File: src/rtl/size_class_free_list_allocator_unit_defines.svh
// Assertion macros used by the allocator controller.
`ifndef SIZE_CLASS_FREE_LIST_ALLOCATOR_UNIT_DEFINES_SVH
`define SIZE_CLASS_FREE_LIST_ALLOCATOR_UNIT_DEFINES_SVH
// Checks a property at each rising clock edge outside reset.
`define SCFA_ASSERT(lbl, prop, msg) \
  lbl: assert property (@(posedge clk_i) disable iff (!rst_ni) (prop)) else $error(msg);
// Checks that a condition implies a consequence in the same cycle.
`define SCFA_ASSERT_IMP(lbl, ante, cons, msg) \
  lbl: assert property (@(posedge clk_i) disable iff (!rst_ni) (ante) |-> (cons)) \
    else $error(msg);
`endif

File: src/rtl/scfa_pkg.sv
// Package with the constants, codes and types of the size class allocator.
package scfa_pkg;

  localparam int ArenaBytes  = 65536;
  localparam int Grain       = 8;
  localparam int GrainLog    = $clog2(Grain);
  localparam int SmallMax    = 128;
  localparam int NumClasses  = 16;
  localparam int RefillCount = 20;
  localparam int NGran       = ArenaBytes / Grain;
  localparam int GranW       = 14;
  localparam int LinkAw      = $clog2(NGran);
  localparam int ClsW        = $clog2(NumClasses);

  localparam logic [GranW-1:0] Nil = GranW'(NGran);

  // Command codes.
  localparam logic [1:0] CMD_ALLOC   = 2'd0;
  localparam logic [1:0] CMD_FREE    = 2'd1;
  localparam logic [1:0] CMD_REALLOC = 2'd2;
  localparam logic [1:0] CMD_NOP     = 2'd3;

  // Status codes.
  localparam logic [1:0] ST_OK    = 2'd0;
  localparam logic [1:0] ST_OOM   = 2'd1;
  localparam logic [1:0] ST_LARGE = 2'd2;
  localparam logic [1:0] ST_ZERO  = 2'd3;

  typedef enum logic [3:0] {
    S_IDLE, S_DECODE, S_FREE, S_POP, S_POP_WB, S_CHUNK, S_REFILL,
    S_DIV, S_SCAN, S_SCAN_WB, S_CARVE, S_ALLOC_OK, S_DONE
  } state_e;

  typedef enum logic [4:0] {
    OP_NONE, OP_LOAD, OP_DECODE, OP_PUSH_OLD, OP_POP_RD, OP_POP_WB,
    OP_TAKE_ALL, OP_DIV_INIT, OP_DIV_STEP, OP_DIV_END, OP_PUSH_LEFT,
    OP_REFILL, OP_SCAN_INIT, OP_SCAN_RD, OP_SCAN_NEXT, OP_SCAN_WB,
    OP_CARVE, OP_FAIL, OP_ALLOC_OK
  } dp_op_e;

  // Which list head the datapath reads and writes this cycle.
  typedef enum logic [1:0] {
    HS_CLS, HS_SCAN, HS_FREE, HS_LEFT
  } head_sel_e;

  typedef struct packed {
    dp_op_e    op;
    head_sel_e hsel;
  } dp_cmd_t;

  typedef struct packed {
    logic dec_alloc;
    logic dec_free;
    logic head_ok;
    logic left_ge_need;
    logic left_ge_sz;
    logic left_nz;
    logic get_fits;
    logic rem_ge_sz;
    logic scan_last;
    logic cnt_gt1;
    logic carve_last;
    logic k_lt_cnt;
    logic realloc_free;
  } dp_sts_t;

endpackage

File: src/rtl/scfa_ctrl.sv
// Controller state machine that sequences the allocator datapath.
`include "size_class_free_list_allocator_unit_defines.svh"
module scfa_ctrl (
  input  logic              clk_i,
  input  logic              rst_ni,
  input  logic              start_i,
  input  scfa_pkg::dp_sts_t sts_i,
  output scfa_pkg::dp_cmd_t cmd_o,
  output logic              busy_o,
  output logic              done_o
);

  import scfa_pkg::*;

  state_e state_q, state_d;

  // State register.
  always_ff @(posedge clk_i or negedge rst_ni) begin
    if (!rst_ni) begin
      state_q <= S_IDLE;
    end else begin
      state_q <= state_d;
    end
  end

  // Next state.
  always_comb begin
    state_d = state_q;
    case (state_q)
      S_IDLE:     if (start_i) state_d = S_DECODE;
      S_DECODE: begin
        if (sts_i.dec_alloc) state_d = S_POP;
        else if (sts_i.dec_free) state_d = S_FREE;
        else state_d = S_DONE;
      end
      S_FREE:     state_d = S_DONE;
      S_POP:      state_d = sts_i.head_ok ? S_POP_WB : S_CHUNK;
      S_POP_WB:   state_d = S_ALLOC_OK;
      S_CHUNK: begin
        if (sts_i.left_ge_need) state_d = S_CARVE;
        else if (sts_i.left_ge_sz) state_d = S_DIV;
        else state_d = S_REFILL;
      end
      S_REFILL:   state_d = sts_i.get_fits ? S_CHUNK : S_SCAN;
      S_DIV:      state_d = sts_i.rem_ge_sz ? S_DIV : S_CARVE;
      S_SCAN: begin
        if (sts_i.head_ok) state_d = S_SCAN_WB;
        else if (sts_i.scan_last) state_d = S_DONE;
      end
      S_SCAN_WB:  state_d = S_CHUNK;
      S_CARVE: begin
        if (!sts_i.cnt_gt1 || sts_i.carve_last) state_d = S_ALLOC_OK;
      end
      S_ALLOC_OK: state_d = sts_i.realloc_free ? S_FREE : S_DONE;
      S_DONE:     state_d = S_IDLE;
      default:    state_d = S_IDLE;
    endcase
  end

  // Datapath commands.
  always_comb begin
    cmd_o.op   = OP_NONE;
    cmd_o.hsel = HS_CLS;
    case (state_q)
      S_IDLE:     if (start_i) cmd_o.op = OP_LOAD;
      S_DECODE:   cmd_o.op = OP_DECODE;
      S_FREE: begin
        cmd_o.op   = OP_PUSH_OLD;
        cmd_o.hsel = HS_FREE;
      end
      S_POP:      if (sts_i.head_ok) cmd_o.op = OP_POP_RD;
      S_POP_WB:   cmd_o.op = OP_POP_WB;
      S_CHUNK: begin
        cmd_o.hsel = HS_LEFT;
        if (sts_i.left_ge_need) cmd_o.op = OP_TAKE_ALL;
        else if (sts_i.left_ge_sz) cmd_o.op = OP_DIV_INIT;
        else if (sts_i.left_nz) cmd_o.op = OP_PUSH_LEFT;
      end
      S_REFILL:   cmd_o.op = sts_i.get_fits ? OP_REFILL : OP_SCAN_INIT;
      S_DIV:      cmd_o.op = sts_i.rem_ge_sz ? OP_DIV_STEP : OP_DIV_END;
      S_SCAN: begin
        cmd_o.hsel = HS_SCAN;
        if (sts_i.head_ok) cmd_o.op = OP_SCAN_RD;
        else if (sts_i.scan_last) cmd_o.op = OP_FAIL;
        else cmd_o.op = OP_SCAN_NEXT;
      end
      S_SCAN_WB: begin
        cmd_o.op   = OP_SCAN_WB;
        cmd_o.hsel = HS_SCAN;
      end
      S_CARVE:    if (sts_i.cnt_gt1) cmd_o.op = OP_CARVE;
      S_ALLOC_OK: cmd_o.op = OP_ALLOC_OK;
      default:    cmd_o.op = OP_NONE;
    endcase
  end

  assign busy_o = state_q != S_IDLE;
  assign done_o = state_q == S_DONE;

  // The block only goes idle right after presenting a result word.
  `SCFA_ASSERT(a_idle_after_done, $fell(busy_o) |-> $past(state_q == S_DONE), "idle without result")
  // A pop writeback always follows the cycle that issued the link read.
  `SCFA_ASSERT_IMP(a_pop_wb_order, state_q == S_POP_WB, $past(state_q == S_POP), "pop order")
  // Carving never runs past the number of blocks taken from the pool.
  `SCFA_ASSERT_IMP(a_carve_bound, (state_q == S_CARVE) && sts_i.cnt_gt1, sts_i.k_lt_cnt,
                   "carve overrun")

endmodule

File: config.mk
export PLATFORM = sky130hd
export DESIGN_NAME = scfa_ctrl
export DESIGN_NICKNAME = d
export VERILOG_FILES = /design/src/rtl/scfa_pkg.sv /design/src/rtl/scfa_ctrl.sv
export VERILOG_INCLUDE_DIRS = /design/src /design/src/rtl
export SDC_FILE = /design/constraint.sdc
export NUM_CORES = 1
export LEC_CHECK = 0
export ABC_AREA = 1
export BUFFER_PORTS_ARGS = -buffer_cell sky130_fd_sc_hd__buf_2
export CAP_MARGIN = 20
export CORE_MARGIN = 5
export CORE_UTILIZATION = 25
export DETAILED_ROUTE_END_ITERATION = 12
export GPL_ROUTABILITY_DRIVEN = 0
export PLACE_DENSITY = 0.5
export SLEW_MARGIN = 0
export SYNTH_ARGS = -nofsm -noshare
export SYNTH_HDL_FRONTEND = slang
export SYNTH_SLANG_ARGS = --single-unit
File: constraint.sdc
create_clock -name clk_i -period 2.5 [get_ports clk_i]
set_input_delay 0.125 -clock clk_i [delete_from_list [all_inputs] [get_ports clk_i]]
set_output_delay 0.125 -clock clk_i [all_outputs]
set_load 0.005 [all_outputs]
==> key figures <==
Yosys
  • Synthesized cell area: 586 um^2
  • Register area share after synthesis: 17.1%
  • Netlist cell types: 18
  • Yosys top cell by area: nand2_1
  • Seq cells post-synth: 4
  • Top cells by area, synth: nand2_1, dfrtp_1, nand3_1
  • Syn nets: 124
  • Mean post-synth cell area: 5.42 um^2
  • Yosys top cell area share: 20.5%
  • Gate Count Post-Synth: 108
  • Yosys warns: 0

Detailed routing
  • Routed WL: 1.90 mm
  • 1st-iter DRT viols: 22
  • Avg Vias per Cell: 4.87
  • Drt wl/cell: 11.6 um
  • Via count of the routed design: 794
  • Final ANT Viol Nets: 0
  • DRC violations left: 0
  • Drt pass-1 iters: 4

Global route
  • Largest net degree at the start of global routing: 8
  • GR peak layer: met2
  • Met2 usage in global routing: 20.3%
  • Global-route wire length before repair: 3.15 mm
  • Antenna violations before repair: 0
  • Total grt overflow: 0
  • GR Util met3: 1.10%
  • Vias in the first global route: 782
  • M1 GR Usage: 14.5%
  • GRT Resource Usage Total: 11.5%

Timing
  • Fmax: 589 MHz
  • Worst slew pin tran: 0.298 ns
  • Post-layout min period: 1.70 ns
  • Max-slew headroom: 80.1%
  • RSZ-0062 raised after global routing: false
  • Setup_tns: 0 ns
  • Setup Viol. Count Final: 0
  • Max-slew violation total from the final report: 0
  • Final period util: 67.9%
  • Clk_skew: 0.00182 ns
  • Final hold violation count: 0

Layout
  • Multi-input gate area: 433 um^2
  • Share of cells above drive strength 1: 28.1%
  • Largest register FFs: 4
  • # fillers: 251
  • Top flop regs: state_q: 4 flops
  • NumNets Final: 153
  • Final Core Density: 34.4%
  • Area grow syn2layout: 31.2%
  • Reg area: 100 um^2
  • Largest Register: state_q
  • Antenna Cells: 0

Power and ir drop
  • VDD IR-drop max: 0.318 mV
  • PD cells: 1100 mW/mm^2
  • Static Leak: 0.432 nW

Clocking
  • # H-tree levels: 1
  • Clock transition at path regs: 0.04 ns
  • PostCTS Resize Cnt: 0
  • Clk root buf: clkbuf_4
  • CTS Buffer Depth: 2
  • Clk Latency, worst-skew pair: 0.23 ns
  • CTS Buf Count: 3
  • CTS tree: built
  • Sink Count: 4

Place
  • Port buffer count: 23
  • DP HPWL: 1.59 mm

Critical path
  • WP data required: 2.38 ns
  • Crit Path Category: register to output port
  • Startpoint Class: register
  • Largest fanout on the critical path: 4
  • Worst setup EP type: output port
  • CP Data Arrival Time: 1.57 ns

Worst hold path
  • HP Class: input pin to register

Floorplan
  • Row cnt: 17
  • Top-Level Pins: 25
  • Core area: 0.00223 mm^2
  • Chip width: 58.4 um
  • Starting density of the core: 26.2%
  • Die area: 0.00341 mm^2
  • Die Ht: 58.4 um

Status
  • Run status: complete, no violations

Job
  • Max Cap Viol: 0
==> synth_stat cells (all sizes together) <==
| master | count |
|---|---|
| nor2 | 23 |
| o221ai | 1 |
| nand4 | 3 |
| o21ai | 5 |
| nor4 | 1 |
| dfrtp | 4 |
| nor3 | 1 |
| nand3b | 2 |
| inv | 14 |
| nand3 | 13 |
| a21oi | 4 |
| nor3b | 1 |
| nand2 | 34 |
| o211ai | 2 |
==> worst paths after layout <==
kind / from / end / slack (ns) / cells past startpoint
worst max-delay path: state_q[3] / cmd_o[4] / 0.80 / 8
worst min-delay path: sts_i[9] / state_q[3] / 0.16 / 3
worst max register to register: state_q[1] / state_q[0] / 1.13 / 7
worst min register to register: state_q[3] / state_q[1] / 0.82 / 3
max in group asynchronous: rst_ni / state_q[0] / 2.16 / 2
min in group asynchronous: rst_ni / state_q[3] / 0.23 / 2
==> metal layers <==
layer,vias up,part of all wire [%]
li1,408,-
met1,364,44
met5,-,0
met2,22,51
met4,0,0
met3,0,5.2
==> cells in the final DEF, fill, tap and decap left out, drive strengths merged <==
| cell type | Yosys | layout |
|---|---|---|
| nand2 | 34 | 34 |
| buf | 0 | 23 |
| nor2 | 23 | 23 |
| inv | 14 | 14 |
| nand3 | 13 | 13 |
| o21ai | 5 | 5 |
| a21oi | 4 | 4 |
| dfrtp | 4 | 4 |
| nand4 | 3 | 3 |
| clkbuf | 0 | 3 |
| nand3b | 2 | 2 |
| o211ai | 2 | 2 |
| o221ai | 1 | 1 |
| nor3b | 1 | 1 |
| nor3 | 1 | 1 |
| nor4 | 1 | 1 |
| dlygate4sd3 | 0 | 1 |
==> worst max-delay path: stages (launching register included) <==
cell and delay, ns:
dfrtp_1 0.43, inv_1 0.15, nand2_1 0.12, nor2_1 0.21
nand2_1 0.09, nand2_1 0.07, nor2_1 0.04, o211ai_1 0.09
buf_2 0.14
==> layout make-up <==
cell class              instances  share of cell area [%]
repair buffers                 24                    16.3
multi-input cells              90                    56.4
clock buffers                   3                    2.93
inverters                      14                    6.84
flip-flops and latches          4                    13.0
well taps                      28                    4.56
==> timing repair <==
action,4_1_cts,5_1_grt
buffers inserted,0,0
hold buffers,1,0
endpoints found under the hold margin,4,0
==> kinds of logic (layout without fill, tap and decap cells) <==
logic type | Yosys count | in the layout | synth area share (%)
AOI/OAI and AO/OA | 12 | 12 | 11.8
DFF | 4 | 4 | 17.1
and+or+nand+nor | 78 | 78 | 62.2
buffers and inverters | 14 | 41 | 8.97
==> where the power goes <==
| part | switching, mW | internal [mW] | total (mW) |
|---|---|---|---|
| Combinational | 0.375 | 0.228 | 0.603 |
| Clock | 0.0269 | 0.0537 | 0.0806 |
| Sequential | 0.0610 | 0.0976 | 0.159 |
==> stage by stage <==
stage	instances	area [um^2]	total power [mW]	worst slack, ns	hold slack, ns
final	163	768	0.843	0.802	0.155
after global routing	163	768	0.939	0.689	0.180
after CTS	163	768	0.847	0.800	0.157
after detailed placement	159	736	0.762	1.06	-0.0690
after global placement	159	736	0.764	1.08	-0.0720
after floorplan	108	586	0.557	1.32	-0.171
Note: power is estimated with default switching activity, not from simulation.
